**config.mk**
```make
export PLATFORM = sky130hd
export DESIGN_NAME = deque_with_search_flat
export DESIGN_NICKNAME = d
export VERILOG_FILES = /design/src/rtl/core/dws_pkg.sv /design/src/rtl/core/dws_in_if.sv /design/src/rtl/core/dws_out_if.sv /design/src/rtl/core/dws_ram.sv /design/src/rtl/core/dws_ctrl.sv /design/src/rtl/core/dws_dpath.sv /design/src/rtl/core/deque_with_search.sv /design/src/flat_wrapper.sv
export SDC_FILE = /design/constraint.sdc
export NUM_CORES = 1
export LEC_CHECK = 0
export ABC_CLOCK_PERIOD_IN_PS = 9100
export BUFFER_PORTS_ARGS = -buffer_cell sky130_fd_sc_hd__buf_2
export CORE_MARGIN = 2
export CORE_UTILIZATION = 55
export DETAILED_ROUTE_END_ITERATION = 10
export PLACE_DENSITY = 0.72
export SLEW_MARGIN = 10
export SYNTH_ARGS = -nofsm -noshare
export SYNTH_HDL_FRONTEND = slang
export SYNTH_SLANG_ARGS = --single-unit
```
**constraint.sdc**
```tcl
create_clock -name clk -period 9.1 [get_ports clk]
set_input_delay 0.455 -clock clk [delete_from_list [all_inputs] [get_ports clk]]
set_output_delay 0.455 -clock clk [all_outputs]
set_load 0.01 [all_outputs]
```
**src/rtl/core/dws_pkg.sv**
```systemverilog
// Package for the double-ended queue with search.
// Holds the field widths, the operation and status codes and the
// controller-to-datapath command and status structs. No dependencies.
package dws_pkg;

  localparam int OPCODE_W = 3;
  localparam int VALUE_W  = 32;
  localparam int STATUS_W = 2;
  localparam int OCC_W    = 5;

  typedef enum logic [OPCODE_W-1:0] {
    OP_PUSH_FRONT = 3'd0,
    OP_PUSH_BACK  = 3'd1,
    OP_POP_FRONT  = 3'd2,
    OP_POP_BACK   = 3'd3,
    OP_SEARCH     = 3'd4,
    OP_LIST       = 3'd5
  } dws_op_t;

  typedef enum logic [STATUS_W-1:0] {
    ST_OK       = 2'd0,
    ST_FULL     = 2'd1,
    ST_EMPTY    = 2'd2,
    ST_NOTFOUND = 2'd3
  } dws_status_t;

  // Source of the value carried by a result.
  typedef enum logic [1:0] {
    VSEL_ZERO,
    VSEL_RDATA,
    VSEL_KEY
  } dws_vsel_t;

  typedef enum logic [2:0] {
    S_IDLE,
    S_REPLY,
    S_POP,
    S_SEARCH,
    S_LIST
  } dws_state_t;

  typedef struct packed {
    logic        capture;
    logic        push_front;
    logic        push_back;
    logic        pop_front;
    logic        pop_back;
    logic        scan_start;
    logic        scan_next;
    logic        emit;
    dws_vsel_t   emit_sel;
    dws_status_t emit_status;
    logic        emit_last;
  } dws_cmd_t;

  typedef struct packed {
    logic full;
    logic empty;
    logic match;
    logic scan_last;
    logic out_free;
  } dws_stat_t;

endpackage

```
**src/rtl/core/dws_in_if.sv**
```systemverilog
// Input channel of the double-ended queue: valid/ready with opcode and value.
// Depends on dws_pkg for the field widths.
interface dws_in_if;
  logic                                 valid;
  logic                                 ready;
  logic        [dws_pkg::OPCODE_W-1:0]  opcode;
  logic signed [dws_pkg::VALUE_W-1:0]   value_in;

  modport source (output valid, output opcode, output value_in, input ready);
  modport sink   (input valid, input opcode, input value_in, output ready);
endinterface

```
**src/rtl/core/dws_out_if.sv**
```systemverilog
// Result channel of the double-ended queue: valid/ready with value, status,
// occupancy and end-of-run mark. Depends on dws_pkg for the field widths.
interface dws_out_if;
  logic                                 valid;
  logic                                 ready;
  logic signed [dws_pkg::VALUE_W-1:0]   value_out;
  logic        [dws_pkg::STATUS_W-1:0]  status;
  logic        [dws_pkg::OCC_W-1:0]     occupancy;
  logic                                 last_of_run;

  modport source (output valid, output value_out, output status, output occupancy,
                  output last_of_run, input ready);
  modport sink   (input valid, input value_out, input status, input occupancy,
                  input last_of_run, output ready);
endinterface

```
**src/rtl/core/dws_ram.sv**
```systemverilog
// Generic simple dual-port RAM: one write port, one read port with registered data.
// No dependencies.
module dws_ram #(
  parameter int WIDTH = 32,
  parameter int DEPTH = 16
) (
  input  logic                     clk,
  input  logic                     we,
  input  logic [$clog2(DEPTH)-1:0] waddr,
  input  logic [WIDTH-1:0]         wdata,
  input  logic                     re,
  input  logic [$clog2(DEPTH)-1:0] raddr,
  output logic [WIDTH-1:0]         rdata
);

  logic [WIDTH-1:0] mem_r [DEPTH];
  logic [WIDTH-1:0] rdata_r;

  always_ff @(posedge clk) begin
    if (we) begin
      mem_r[waddr] <= wdata;
    end
    if (re) begin
      rdata_r <= mem_r[raddr];
    end
  end

  assign rdata = rdata_r;

endmodule

```
**src/rtl/core/dws_ctrl.sv**
```systemverilog
// Controller of the double-ended queue: decodes each transfer and sequences
// pushes, pops and scans. Depends on dws_pkg; drives the datapath by dws_cmd_t.
module dws_ctrl (
  input  logic                            clk,
  input  logic                            rst_n,
  input  logic                            in_valid,
  input  logic [dws_pkg::OPCODE_W-1:0]    in_opcode,
  output logic                            in_ready,
  input  dws_pkg::dws_stat_t              stat,
  output dws_pkg::dws_cmd_t               cmd
);

  dws_pkg::dws_state_t  state_r, state_nxt;
  dws_pkg::dws_status_t reply_r, reply_nxt;
  dws_pkg::dws_op_t     op;

  assign op = dws_pkg::dws_op_t'(in_opcode);

  always_ff @(posedge clk) begin
    if (!rst_n) begin
      state_r <= dws_pkg::S_IDLE;
      reply_r <= dws_pkg::ST_OK;
    end else begin
      state_r <= state_nxt;
      reply_r <= reply_nxt;
    end
  end

  always_comb begin
    state_nxt = state_r;
    reply_nxt = reply_r;
    in_ready  = 1'b0;
    cmd       = '0;
    cmd.emit_sel    = dws_pkg::VSEL_ZERO;
    cmd.emit_status = dws_pkg::ST_OK;
    unique case (state_r)
      dws_pkg::S_IDLE: begin
        in_ready = 1'b1;
        if (in_valid) begin
          unique case (op)
            dws_pkg::OP_PUSH_FRONT: begin
              state_nxt      = dws_pkg::S_REPLY;
              reply_nxt      = stat.full ? dws_pkg::ST_FULL : dws_pkg::ST_OK;
              cmd.push_front = !stat.full;
            end
            dws_pkg::OP_PUSH_BACK: begin
              state_nxt     = dws_pkg::S_REPLY;
              reply_nxt     = stat.full ? dws_pkg::ST_FULL : dws_pkg::ST_OK;
              cmd.push_back = !stat.full;
            end
            dws_pkg::OP_POP_FRONT: begin
              if (stat.empty) begin
                state_nxt = dws_pkg::S_REPLY;
                reply_nxt = dws_pkg::ST_EMPTY;
              end else begin
                state_nxt     = dws_pkg::S_POP;
                cmd.pop_front = 1'b1;
              end
            end
            dws_pkg::OP_POP_BACK: begin
              if (stat.empty) begin
                state_nxt = dws_pkg::S_REPLY;
                reply_nxt = dws_pkg::ST_EMPTY;
              end else begin
                state_nxt    = dws_pkg::S_POP;
                cmd.pop_back = 1'b1;
              end
            end
            dws_pkg::OP_SEARCH: begin
              cmd.capture = 1'b1;
              if (stat.empty) begin
                state_nxt = dws_pkg::S_REPLY;
                reply_nxt = dws_pkg::ST_NOTFOUND;
              end else begin
                state_nxt      = dws_pkg::S_SEARCH;
                cmd.scan_start = 1'b1;
              end
            end
            dws_pkg::OP_LIST: begin
              if (stat.empty) begin
                state_nxt = dws_pkg::S_REPLY;
                reply_nxt = dws_pkg::ST_EMPTY;
              end else begin
                state_nxt      = dws_pkg::S_LIST;
                cmd.scan_start = 1'b1;
              end
            end
            default: begin
              // Unused opcodes are dropped without a result.
              state_nxt = dws_pkg::S_IDLE;
            end
          endcase
        end
      end
      dws_pkg::S_REPLY: begin
        if (stat.out_free) begin
          cmd.emit        = 1'b1;
          cmd.emit_sel    = dws_pkg::VSEL_ZERO;
          cmd.emit_status = reply_r;
          cmd.emit_last   = 1'b1;
          state_nxt       = dws_pkg::S_IDLE;
        end
      end
      dws_pkg::S_POP: begin
        if (stat.out_free) begin
          cmd.emit      = 1'b1;
          cmd.emit_sel  = dws_pkg::VSEL_RDATA;
          cmd.emit_last = 1'b1;
          state_nxt     = dws_pkg::S_IDLE;
        end
      end
      dws_pkg::S_SEARCH: begin
        priority if (stat.match) begin
          if (stat.out_free) begin
            cmd.emit      = 1'b1;
            cmd.emit_sel  = dws_pkg::VSEL_KEY;
            cmd.emit_last = 1'b1;
            state_nxt     = dws_pkg::S_IDLE;
          end
        end else if (stat.scan_last) begin
          if (stat.out_free) begin
            cmd.emit        = 1'b1;
            cmd.emit_status = dws_pkg::ST_NOTFOUND;
            cmd.emit_last   = 1'b1;
            state_nxt       = dws_pkg::S_IDLE;
          end
        end else begin
          cmd.scan_next = 1'b1;
        end
      end
      dws_pkg::S_LIST: begin
        if (stat.out_free) begin
          cmd.emit      = 1'b1;
          cmd.emit_sel  = dws_pkg::VSEL_RDATA;
          cmd.emit_last = stat.scan_last;
          if (stat.scan_last) begin
            state_nxt = dws_pkg::S_IDLE;
          end else begin
            cmd.scan_next = 1'b1;
          end
        end
      end
      default: begin
        state_nxt = dws_pkg::S_IDLE;
      end
    endcase
  end

endmodule

```
**src/rtl/core/dws_dpath.sv**
```systemverilog
// Datapath of the double-ended queue: ring pointers, entry count, scan counter,
// entry RAM and output register. Depends on dws_pkg and dws_ram.
module dws_dpath #(
  parameter int DEPTH = 16
) (
  input  logic                                clk,
  input  logic                                rst_n,
  input  dws_pkg::dws_cmd_t                   cmd,
  output dws_pkg::dws_stat_t                  stat,
  input  logic signed [dws_pkg::VALUE_W-1:0]  in_value,
  input  logic                                out_ready,
  output logic                                out_valid,
  output logic signed [dws_pkg::VALUE_W-1:0]  out_value,
  output logic        [dws_pkg::STATUS_W-1:0] out_status,
  output logic        [dws_pkg::OCC_W-1:0]    out_occupancy,
  output logic                                out_last
);

  localparam int AW = $clog2(DEPTH);
  localparam int CW = $clog2(DEPTH + 1);
  localparam int SW = AW + 1;

  logic [AW-1:0] front_r, front_nxt;
  logic [CW-1:0] count_r, count_nxt;
  logic [AW-1:0] scan_ptr_r, scan_ptr_nxt;
  logic [CW-1:0] scan_idx_r, scan_idx_nxt;
  logic [dws_pkg::VALUE_W-1:0] key_r;

  logic                         out_valid_r;
  logic [dws_pkg::VALUE_W-1:0]  out_value_r;
  logic [dws_pkg::STATUS_W-1:0] out_status_r;
  logic [dws_pkg::OCC_W-1:0]    out_occ_r;
  logic                         out_last_r;

  logic                         ram_we, ram_re;
  logic [AW-1:0]                ram_waddr, ram_raddr;
  logic [dws_pkg::VALUE_W-1:0]  ram_rdata;

  logic [AW-1:0] front_dec, front_inc, scan_ptr_inc, back_slot, tail_slot;
  logic [dws_pkg::VALUE_W-1:0] emit_value;

  // Ring index of the entry at the given offset from the front.
  function automatic logic [AW-1:0] ring_slot(input logic [AW-1:0] base,
                                              input logic [CW-1:0] offset);
    logic [SW-1:0] sum;
    sum = SW'(base) + SW'(offset);
    if (sum >= SW'(DEPTH)) begin
      sum = sum - SW'(DEPTH);
    end
    return sum[AW-1:0];
  endfunction

  assign front_dec    = (front_r == '0) ? AW'(DEPTH - 1) : front_r - AW'(1);
  assign front_inc    = (front_r == AW'(DEPTH - 1)) ? '0 : front_r + AW'(1);
  assign scan_ptr_inc = (scan_ptr_r == AW'(DEPTH - 1)) ? '0 : scan_ptr_r + AW'(1);
  assign back_slot    = ring_slot(front_r, count_r);
  assign tail_slot    = ring_slot(front_r, count_r - CW'(1));

  always_comb begin
    front_nxt    = front_r;
    count_nxt    = count_r;
    scan_ptr_nxt = scan_ptr_r;
    scan_idx_nxt = scan_idx_r;
    ram_we       = 1'b0;
    ram_waddr    = back_slot;
    ram_re       = 1'b0;
    ram_raddr    = front_r;
    priority if (cmd.push_front) begin
      ram_we    = 1'b1;
      ram_waddr = front_dec;
      front_nxt = front_dec;
      count_nxt = count_r + CW'(1);
    end else if (cmd.push_back) begin
      ram_we    = 1'b1;
      ram_waddr = back_slot;
      count_nxt = count_r + CW'(1);
    end else if (cmd.pop_front) begin
      ram_re    = 1'b1;
      ram_raddr = front_r;
      front_nxt = front_inc;
      count_nxt = count_r - CW'(1);
    end else if (cmd.pop_back) begin
      ram_re    = 1'b1;
      ram_raddr = tail_slot;
      count_nxt = count_r - CW'(1);
    end else if (cmd.scan_start) begin
      ram_re       = 1'b1;
      ram_raddr    = front_r;
      scan_ptr_nxt = front_r;
      scan_idx_nxt = '0;
    end else if (cmd.scan_next) begin
      ram_re       = 1'b1;
      ram_raddr    = scan_ptr_inc;
      scan_ptr_nxt = scan_ptr_inc;
      scan_idx_nxt = scan_idx_r + CW'(1);
    end else begin
      ram_re = 1'b0;
    end
  end

  always_ff @(posedge clk) begin
    if (!rst_n) begin
      front_r <= '0;
      count_r <= '0;
    end else begin
      front_r <= front_nxt;
      count_r <= count_nxt;
    end
  end

  always_ff @(posedge clk) begin
    scan_ptr_r <= scan_ptr_nxt;
    scan_idx_r <= scan_idx_nxt;
    if (cmd.capture) begin
      key_r <= in_value;
    end
  end

  dws_ram #(
    .WIDTH (dws_pkg::VALUE_W),
    .DEPTH (DEPTH)
  ) u_ram (
    .clk   (clk),
    .we    (ram_we),
    .waddr (ram_waddr),
    .wdata (in_value),
    .re    (ram_re),
    .raddr (ram_raddr),
    .rdata (ram_rdata)
  );

  always_comb begin
    unique case (cmd.emit_sel)
      dws_pkg::VSEL_RDATA: emit_value = ram_rdata;
      dws_pkg::VSEL_KEY:   emit_value = key_r;
      default:             emit_value = '0;
    endcase
  end

  always_ff @(posedge clk) begin
    if (!rst_n) begin
      out_valid_r <= 1'b0;
    end else if (cmd.emit) begin
      out_valid_r <= 1'b1;
    end else if (out_ready) begin
      out_valid_r <= 1'b0;
    end
  end

  always_ff @(posedge clk) begin
    if (cmd.emit) begin
      out_value_r  <= emit_value;
      out_status_r <= cmd.emit_status;
      out_occ_r    <= dws_pkg::OCC_W'(count_r);
      out_last_r   <= cmd.emit_last;
    end
  end

  assign stat.full      = (count_r == CW'(DEPTH));
  assign stat.empty     = (count_r == '0);
  assign stat.match     = (ram_rdata == key_r);
  assign stat.scan_last = (scan_idx_r == count_r - CW'(1));
  assign stat.out_free  = !out_valid_r || out_ready;

  assign out_valid     = out_valid_r;
  assign out_value     = out_value_r;
  assign out_status    = out_status_r;
  assign out_occupancy = out_occ_r;
  assign out_last      = out_last_r;

  a_count_bound: assert property (@(posedge clk) disable iff (!rst_n)
    count_r <= CW'(DEPTH))
    else $error("entry count above depth");

  a_emit_free: assert property (@(posedge clk) disable iff (!rst_n)
    cmd.emit |-> (!out_valid_r || out_ready))
    else $error("result loaded over an untaken result");

  a_push_room: assert property (@(posedge clk) disable iff (!rst_n)
    (cmd.push_front || cmd.push_back) |-> !stat.full)
    else $error("push into a full queue");

  a_pop_data: assert property (@(posedge clk) disable iff (!rst_n)
    (cmd.pop_front || cmd.pop_back) |-> !stat.empty)
    else $error("pop from an empty queue");

  a_scan_bound: assert property (@(posedge clk) disable iff (!rst_n)
    cmd.scan_next |-> (scan_idx_r + CW'(1) < count_r))
    else $error("scan stepped past the back entry");

endmodule

```
**src/rtl/core/deque_with_search.sv**
```systemverilog
// Double-ended queue of signed 32-bit values with search and list operations.
// Top level: joins the controller and the datapath to the two channel interfaces.
// Depends on dws_pkg, dws_in_if, dws_out_if, dws_ctrl, dws_dpath and dws_ram.
//
// The queue holds up to DEPTH signed 32-bit entries in a ring held in a RAM with
// a single read port and registered read data. Each input transfer carries an
// opcode and a value: push front, push back, pop front, pop back, search for the
// value, or list every entry from front to back. Every result reports a status
// (ok or found, full, empty, not found), a value (the popped entry, the matched
// value or the listed entry, zero otherwise), the occupancy after the operation
// in five bits, and a mark on the final result of the item. A list gives one
// result per entry held; every other valid opcode gives exactly one result; the
// two unused opcodes are accepted and dropped with no result and no change. The
// input channel is ready only while the controller is idle, but a result sitting
// unclaimed in the output register does not keep the next item out. A push, a
// pop or any error case is accepted in the idle state and loads its result from
// the reply or pop state once the output register is free; a search examines
// one entry after another, up to the occupancy, since the single RAM read port
// delivers one entry per cycle; a list loads one result per entry held, and
// waits for the sink whenever the output register is still full. The entry
// RAM needs no clearing after reset: only occupied entries are ever read.
module deque_with_search #(
  // Number of entries the ring can hold, from 2 to 31 (five-bit occupancy field).
  parameter int DEPTH = 16
) (
  input  logic      clk,
  input  logic      rst_n,
  dws_in_if.sink    in_chan,
  dws_out_if.source out_chan
);

  dws_pkg::dws_cmd_t  cmd;
  dws_pkg::dws_stat_t stat;

  // The controller decides what each transfer does; it never touches the data.
  dws_ctrl u_ctrl (
    .clk       (clk),
    .rst_n     (rst_n),
    .in_valid  (in_chan.valid),
    .in_opcode (in_chan.opcode),
    .in_ready  (in_chan.ready),
    .stat      (stat),
    .cmd       (cmd)
  );

  // The datapath owns the ring pointers, the count, the entry RAM and the output
  // register, which is what decouples the result channel from the input side.
  dws_dpath #(
    .DEPTH (DEPTH)
  ) u_dpath (
    .clk           (clk),
    .rst_n         (rst_n),
    .cmd           (cmd),
    .stat          (stat),
    .in_value      (in_chan.value_in),
    .out_ready     (out_chan.ready),
    .out_valid     (out_chan.valid),
    .out_value     (out_chan.value_out),
    .out_status    (out_chan.status),
    .out_occupancy (out_chan.occupancy),
    .out_last      (out_chan.last_of_run)
  );

endmodule
```
**src/flat_wrapper.sv**
```systemverilog
// flat-port wrapper written by rule: the top's interface ports become plain ports
module deque_with_search_flat 
#(
                                                                                  
  parameter int DEPTH = 16
)
  (clk, rst_n, in_chan_valid, in_chan_opcode, in_chan_value_in, in_chan_ready, out_chan_valid, out_chan_value_out, out_chan_status, out_chan_occupancy, out_chan_last_of_run, out_chan_ready);
  dws_in_if in_chan_i ();
  dws_out_if out_chan_i ();
  input  logic clk;
  input  logic rst_n;
  input wire logic [$bits(in_chan_i.valid)-1:0] in_chan_valid;
  input wire logic [$bits(in_chan_i.opcode)-1:0] in_chan_opcode;
  input wire logic [$bits(in_chan_i.value_in)-1:0] in_chan_value_in;
  output wire logic [$bits(in_chan_i.ready)-1:0] in_chan_ready;
  output wire logic [$bits(out_chan_i.valid)-1:0] out_chan_valid;
  output wire logic [$bits(out_chan_i.value_out)-1:0] out_chan_value_out;
  output wire logic [$bits(out_chan_i.status)-1:0] out_chan_status;
  output wire logic [$bits(out_chan_i.occupancy)-1:0] out_chan_occupancy;
  output wire logic [$bits(out_chan_i.last_of_run)-1:0] out_chan_last_of_run;
  input wire logic [$bits(out_chan_i.ready)-1:0] out_chan_ready;
  assign in_chan_i.valid = in_chan_valid;
  assign in_chan_i.opcode = in_chan_opcode;
  assign in_chan_i.value_in = in_chan_value_in;
  assign in_chan_ready = in_chan_i.ready;
  assign out_chan_valid = out_chan_i.valid;
  assign out_chan_value_out = out_chan_i.value_out;
  assign out_chan_status = out_chan_i.status;
  assign out_chan_occupancy = out_chan_i.occupancy;
  assign out_chan_last_of_run = out_chan_i.last_of_run;
  assign out_chan_i.ready = out_chan_ready;
  deque_with_search #(.DEPTH(DEPTH)) u_core (.clk(clk), .rst_n(rst_n), .in_chan(in_chan_i), .out_chan(out_chan_i));
endmodule
```
# Word level (Yosys, flattened, before mapping)
# Memories as Yosys holds them, arrays and structs flattened. A register that Yosys moved wholly into a read port is not among the register bits.
# Index checks and enable logic that the tools add are counted.
[word_totals]
n_memories = 1
elab_cells = 152
mem_bits_rw = 512
output_inout_bits = 42
latchBits = 0
regBits = 96
romBits = 0
in_bits = 39
[memory_table]
columns = ["memory", "depth", "width", "read_ports", "rd_clocked_by_memory_dff", "write_ports", "line", "rtl"]
rows = [
  ["u_core.u_dpath.u_ram.mem_r", 16, 32, 1, 1, 1, "dws_ram.sv:16", "logic [WIDTH-1:0] mem_r [DEPTH];"],
]
[classes]
shift = 0
bitwise_logic = 4
div = 0
add_sub_neg = 10
n_mux = 79
n_eq_ne = 23
n_mul = 0
reduce_logical = 21
magnitude_cmp = 2
[ops]
columns = ["operator", "n"]
rows = [
  ["2-to-1 mux 4 bit", 18],
  ["one-hot mux 32 bit (2 select lines)", 1],
  ["one-hot mux 3 bit (4 select lines)", 3],
  ["2-to-1 mux 3 bit", 11],
  ["equality test 32 bit", 1],
  ["2-to-1 mux 1 bit", 28],
  ["2-to-1 mux 5 bit", 5],
  ["2-to-1 mux 6 bit", 3],
  ["equality test 3 x 2 -> 1 bit (second input constant)", 4],
  ["2-to-1 mux 2 bit", 6],
  ["subtractor 4 x 1 -> 4 bit (second input constant)", 3],
  ["adder 4 x 5 -> 5 bit", 2],
  ["adder 5 x 1 -> 5 bit (second input constant)", 2],
  [">= comparator 5 bit (second input constant)", 2],
  ["AND reduction 5 bit", 2],
  ["equality test 3 bit (second input constant)", 3],
  ["adder 4 x 1 -> 4 bit (second input constant)", 2],
  ["equality test 4 bit (second input constant)", 2],
  ["inequality test 2 x 1 -> 1 bit (second input constant)", 4],
  ["OR reduction 2 bit", 4],
  ["equality test 3 x 1 -> 1 bit (second input constant)", 2],
  ["logical NOT 3 bit", 2],
  ["one-hot mux 2 bit (3 select lines)", 1],
  ["nonzero test 2 bit", 3],
  ["other kinds (20)", 25],
]

# Longest topological paths before layout
[depth]
depth_word = 11
mapped_depth = 17
depth_no_buf = 13

# By module
# A second synthesis with hierarchy kept.
[hier_totals]
cells_unflattened = 1282
hier_area_um2 = 25245.5
[modules_own_cells]
columns = ["module", "area_per_inst_um2", "cells_each", "instances", "seq_area_each_um2"]
rows = [
  ["dws_ram", 20155.6, 838, 1, 16335.7],
  ["dws_dpath", 4548.1, 372, 1, 2632.5],
  ["dws_ctrl", 541.8, 72, 1, 100.1],
]

# Worst setup path before layout
# OpenSTA, ideal clock, no wires.
[synth_path]
kind = "register -> register"
start = "register u_core.u_dpath.count_r[0]"
end = "register u_core.u_dpath.out_last_r (netlist: u_core.u_dpath.out_last), enable pin"
path_buffers = 1
required_time_ns = 8.649
stages_incl_launch_ff = 11
setup_time_ns = 0.451
path_slack_ns = 4.625
arrival_ns = 4.025
period_less_slack_ns = 4.475
path_cell_list = "dfxtp_1 -> inv_1 -> ha_1 -> buf_2 -> xnor2_1 -> o2bb2ai_1 -> a2111oi_4 -> a211oi_2 -> a21oi_1 -> nand2b_1 -> a21oi_1"
[synth_rtl]
columns = ["element", "line", "rtl"]
rows = [
  ["start: declaration", "dws_dpath.sv:24", "logic [CW-1:0] count_r, count_nxt;"],
  ["start signal: assignment", "dws_dpath.sv:107", "count_r <= count_nxt;"],
  ["end signal: assignment", "dws_dpath.sv:155", "out_last_r <= cmd.emit_last;"],
  ["end: declaration", "dws_dpath.sv:33", "logic out_last_r;"],
]

# Worst setup path after layout
[layout_path]
start = "register u_core.u_dpath.key_r[25] (netlist name)"
end = "register u_core.u_dpath.u_ram.rdata_r[2] (netlist: u_core.u_dpath.u_ram.rdata[2]), read port of u_core.u_dpath.u_ram.mem_r (data pin)"
[layout_via]
elab_chain_len = 9
word_cells_on_any_way = 15
classes_between = "eq/ne: 1; mux: 14"
[layout_rtl]
columns = ["element", "line", "rtl"]
rows = [
  ["start: declaration", "dws_dpath.sv:27", "logic [dws_pkg::VALUE_W-1:0] key_r;"],
  ["start signal: assignment", "dws_dpath.sv:115", "key_r <= in_value;"],
  ["equality test 32 bit *", "dws_dpath.sv:161", "assign stat.match = (ram_rdata == key_r);"],
  ["2-to-1 mux 1 bit *", "dws_ctrl.sv:113", "priority if (stat.match) begin"],
  ["one-hot mux 1 bit (2 select lines) *", "dws_ctrl.sv:36", "unique case (state_r)"],
  ["2-to-1 mux 4 bit / 2-to-1 mux 1 bit (equally long branches)", "dws_dpath.sv:91", "end else if (cmd.scan_next) begin"],
  ["2-to-1 mux 4 bit / 2-to-1 mux 1 bit (equally long branches)", "dws_dpath.sv:86", "end else if (cmd.scan_start) begin"],
  ["2-to-1 mux 4 bit / 2-to-1 mux 1 bit (equally long branches)", "dws_dpath.sv:82", "end else if (cmd.pop_back) begin"],
  ["2-to-1 mux 4 bit / 2-to-1 mux 1 bit (equally long branches)", "dws_dpath.sv:77", "end else if (cmd.pop_front) begin"],
  ["2-to-1 mux 4 bit / 2-to-1 mux 1 bit (equally long branches)", "dws_dpath.sv:73", "end else if (cmd.push_back) begin"],
  ["2-to-1 mux 4 bit / 2-to-1 mux 1 bit (equally long branches)", "dws_dpath.sv:68", "priority if (cmd.push_front) begin"],
  ["end: declaration", "dws_ram.sv:17", "logic [WIDTH-1:0] rdata_r;"],
]
# Every way passes the cells marked *; elsewhere a longest branch is shown, timed or not.
# A chain may end at the register's enable or synchronous reset.

==> metrics.txt <==
Tightest Hold Check Type input pin to flop; Seq cells post-synth 640; largest family of logic cells by synthesized area multiplexers; Routability Congestion 0.861; Synth async-reset ratio 0; port bufs 80; Horiz. Die Dim 221 um; Area Overhead vs Synth 11.7%; Synth Area in XOR/XNOR 0.0185; DRC Markers 0; CTS root buf clkbuf_16; Sink Count 640; clk_skew 0.0291 ns; Peak VDD IR 0.176 mV; first-pass GRT wire length 90500 um; Final Setup Violations 0; TNS Setup 0 ns; mux share of post-synthesis cell area 0.0966; Clk pin slew, worst setup/hold paths 0.07 ns; r2r startpoint u_core.u_dpath.key_r[25]$_DFFE_PP_; slowest CP cell nor4_1; final wirelength 61200 um; Worst Path Max Fanout 107; antenna-violating nets left 0; CTS buffer count 60; FF/Latch Area 0.0191 mm^2; core area 0.0466 mm^2; commonest cells after routing, fill and taps aside 625 x edfxtp_1, 201 x mux2i_1, 80 x buf_2, 79 x nand2_1, 75 x a22oi_1; # rows 79; GRT overflow 0; pin count of the biggest net entering global routing 108; fmax 0.170 GHz; status complete, no violations; simple-gate portion of the synthesized area 0.0376; post-cts sizing count 0; Initial DRC Count 1724; Fillers 3252; IO Pins 81; maxcap violations 0; Syn Inst Count 1549; hold_sp rst_n; CP endpoint kind flop; Worst EP arrival 6.24 ns; DR WL/cell 26.6 um; Die Y 221 um; Final Cell Area 0.0290 mm^2; final instance count without filler cells 2301; initial core utilization 0.558; Compound-Gate Fraction of Synth Area 0.0853; overall power 6.26 mW; critical-path cell list xnor2_1 > nand4_1 > nor4_1 > a211oi_2 > a21oi_4 > mux2_8 > buf_4 > mux2_2 > a221oi_1 > a211oi_2; Avg Inst Size Synth 16.8 um^2; Final Slew Violations 0; multi-input logic area 0.00661 mm^2; vias in the first global route 14100; most common cell after layout, fill and taps aside edfxtp_1; hold_buf cts 0; Crit path top cell by count a211oi_2; Hold Path Cell Cnt 2; RSZ-0062 raised after global routing false; Synth Area in Adders 0.00828; dpl hpwl 33600 um; FF-to-FF End u_core.u_dpath.u_ram.rdata[2]$_DFFE_PP_; die area 0.0490 mm^2; Syn Nets 1604; Tot GR Track Use 0.249; ratio of total power to cell area 216 mW/mm^2; relative slew slack 0.0934; Layout Nets 1696; length in cells of the worst reg-to-reg path 10; post-route minimum period 5.87 ns; DP Worst Slack 3.28 ns; startpoint types flop; Clock Tree Buf Depth 3; Setup Buffers After CTS 0; Placed Area 0.0272 mm^2; final hold viol count 0; CTS tree built; critical path required time 9.47 ns; Worst Slack Setup Final 3.23 ns; CTS H-Tree Depth 2; Synth Cell Area 0.0260 mm^2; vias 14500; final period utilization 0.645; initial antenna violation count 4; crit path kind flop to flop; Warnings, synthesis 0; EDFF count, synth 625; sequential share of the synthesized area 0.734; Unique masters post-synth 66; main flop type after synthesis edfxtp_1; DRT Pass-1 Iters 6; Least-Margin Pin Slew 1.35 ns; dpl cells 2186; delay of the slowest critical-path stage 1.18 ns; routed vias/inst 6.29; leakage 9.08 nW; share of layout cells above drive strength 1 0.171; flop2flop setup slack 3.23 ns; latest clock arrival within the worst-skew pair 0.64 ns; Hold Path End u_core.u_dpath.count_r[4]$_SDFFE_PN0N_
per-layer routing:
metal / GRT usage / vias to the layer above / share of wire / wire length (um)
met1: 0.356 / 7341 / 0.42 / 25500
met5: 0 / - / 0.00018 / 11
met2: 0.388 / 655 / 0.47 / 28600
met4: 0.0827 / 2 / 0.028 / 1720
met3: 0.0465 / 120 / 0.088 / 5360
li1: - / 6351 / - / -
registers in the layout, summed over array words and instances (netlist names), 5 cells and up:
register	count
u_core.u_dpath.count_r	5
u_core.u_dpath.key_r	32
u_core.u_dpath.out_occupancy	5
u_core.u_dpath.out_value	32
u_core.u_dpath.scan_idx_r	5
u_core.u_dpath.u_ram.mem_r	512
u_core.u_dpath.u_ram.rdata	32
worst max-delay path by stage:
stage                                              end  slack, ns                                    from
2_1_floorplan        u_core.u_dpath.out_last$_DFFE_PP_       4.62  u_core.u_dpath.count_r[0]$_SDFFE_PN0N_
3_3_place_gp   u_core.u_dpath.u_ram.rdata[2]$_DFFE_PP_       3.36      u_core.u_dpath.key_r[25]$_DFFE_PP_
3_5_place_dp   u_core.u_dpath.u_ram.rdata[2]$_DFFE_PP_       3.28      u_core.u_dpath.key_r[25]$_DFFE_PP_
4_1_cts        u_core.u_dpath.u_ram.rdata[2]$_DFFE_PP_       3.28      u_core.u_dpath.key_r[25]$_DFFE_PP_
5_1_grt        u_core.u_dpath.u_ram.rdata[2]$_DFFE_PP_       3.07      u_core.u_dpath.key_r[25]$_DFFE_PP_
6_report       u_core.u_dpath.u_ram.rdata[2]$_DFFE_PP_       3.23      u_core.u_dpath.key_r[25]$_DFFE_PP_
metrics by stage:
step / util / hold slack [ns]
finish: 0.624 / 0.0806
global route: 0.623 / 0.0813
global placement: 0.583 / 0.513
floorplan: - / 0.403
CTS: 0.623 / 0.0682
detailed placement: 0.583 / 0.523
cells in the mapped netlist (21+ instances only):
cell type / n / area share
xnor2_1: 46 / 0.016
mux2_2: 41 / 0.018
clkbuf_1: 44 / 0.0064
nand2_1: 79 / 0.011
a32o_1: 25 / 0.0096
buf_2: 21 / 0.0040
mux2i_1: 202 / 0.078
edfxtp_1: 625 / 0.72
a22oi_1: 75 / 0.022
nor2_1: 79 / 0.011
a21oi_1: 25 / 0.0048
worst max-delay path: cells and delay by family (launching register included):
family	cells	cell delay (ns)
muxes	2	1.30
DFF	1	0.41
AOI/OAI and AO/OA	4	1.17
and+or+nand+nor	2	1.46
xor gates and xnor gates	1	0.38
buffers and inverters	1	0.80
logic make-up (layout without fill, tap and decap cells):
logic type,Yosys count,count (layout)
AO/OA/AOI/OAI,276,276
XOR/XNOR,55,55
adder cells (fa/ha/maj),16,16
buffers and inverters,101,242
flip-flops,640,640
multiplexers,245,245
other,0,4
AND/OR/NAND/NOR,216,216
power by group:
group          leakage [nW]  internal, mW  switching, mW
combinational          2.41         0.198          0.344
sequential             5.76          3.31         0.0308
clock                 0.907          1.32           1.06
total                  9.08          4.83           1.43
area by class of cell:
class,count,area share
Timing Repair Buffer,116,0.0231
Multi-Input combinational cell,808,0.228
Clock inverter,39,0.00927
Clock buffer,72,0.0547
Inverter,15,0.00194
Sequential cell,640,0.657
Antenna cell,4,0.000345
Tap cell,607,0.0262
No activity file was read; power rests on OpenSTA's default activity.
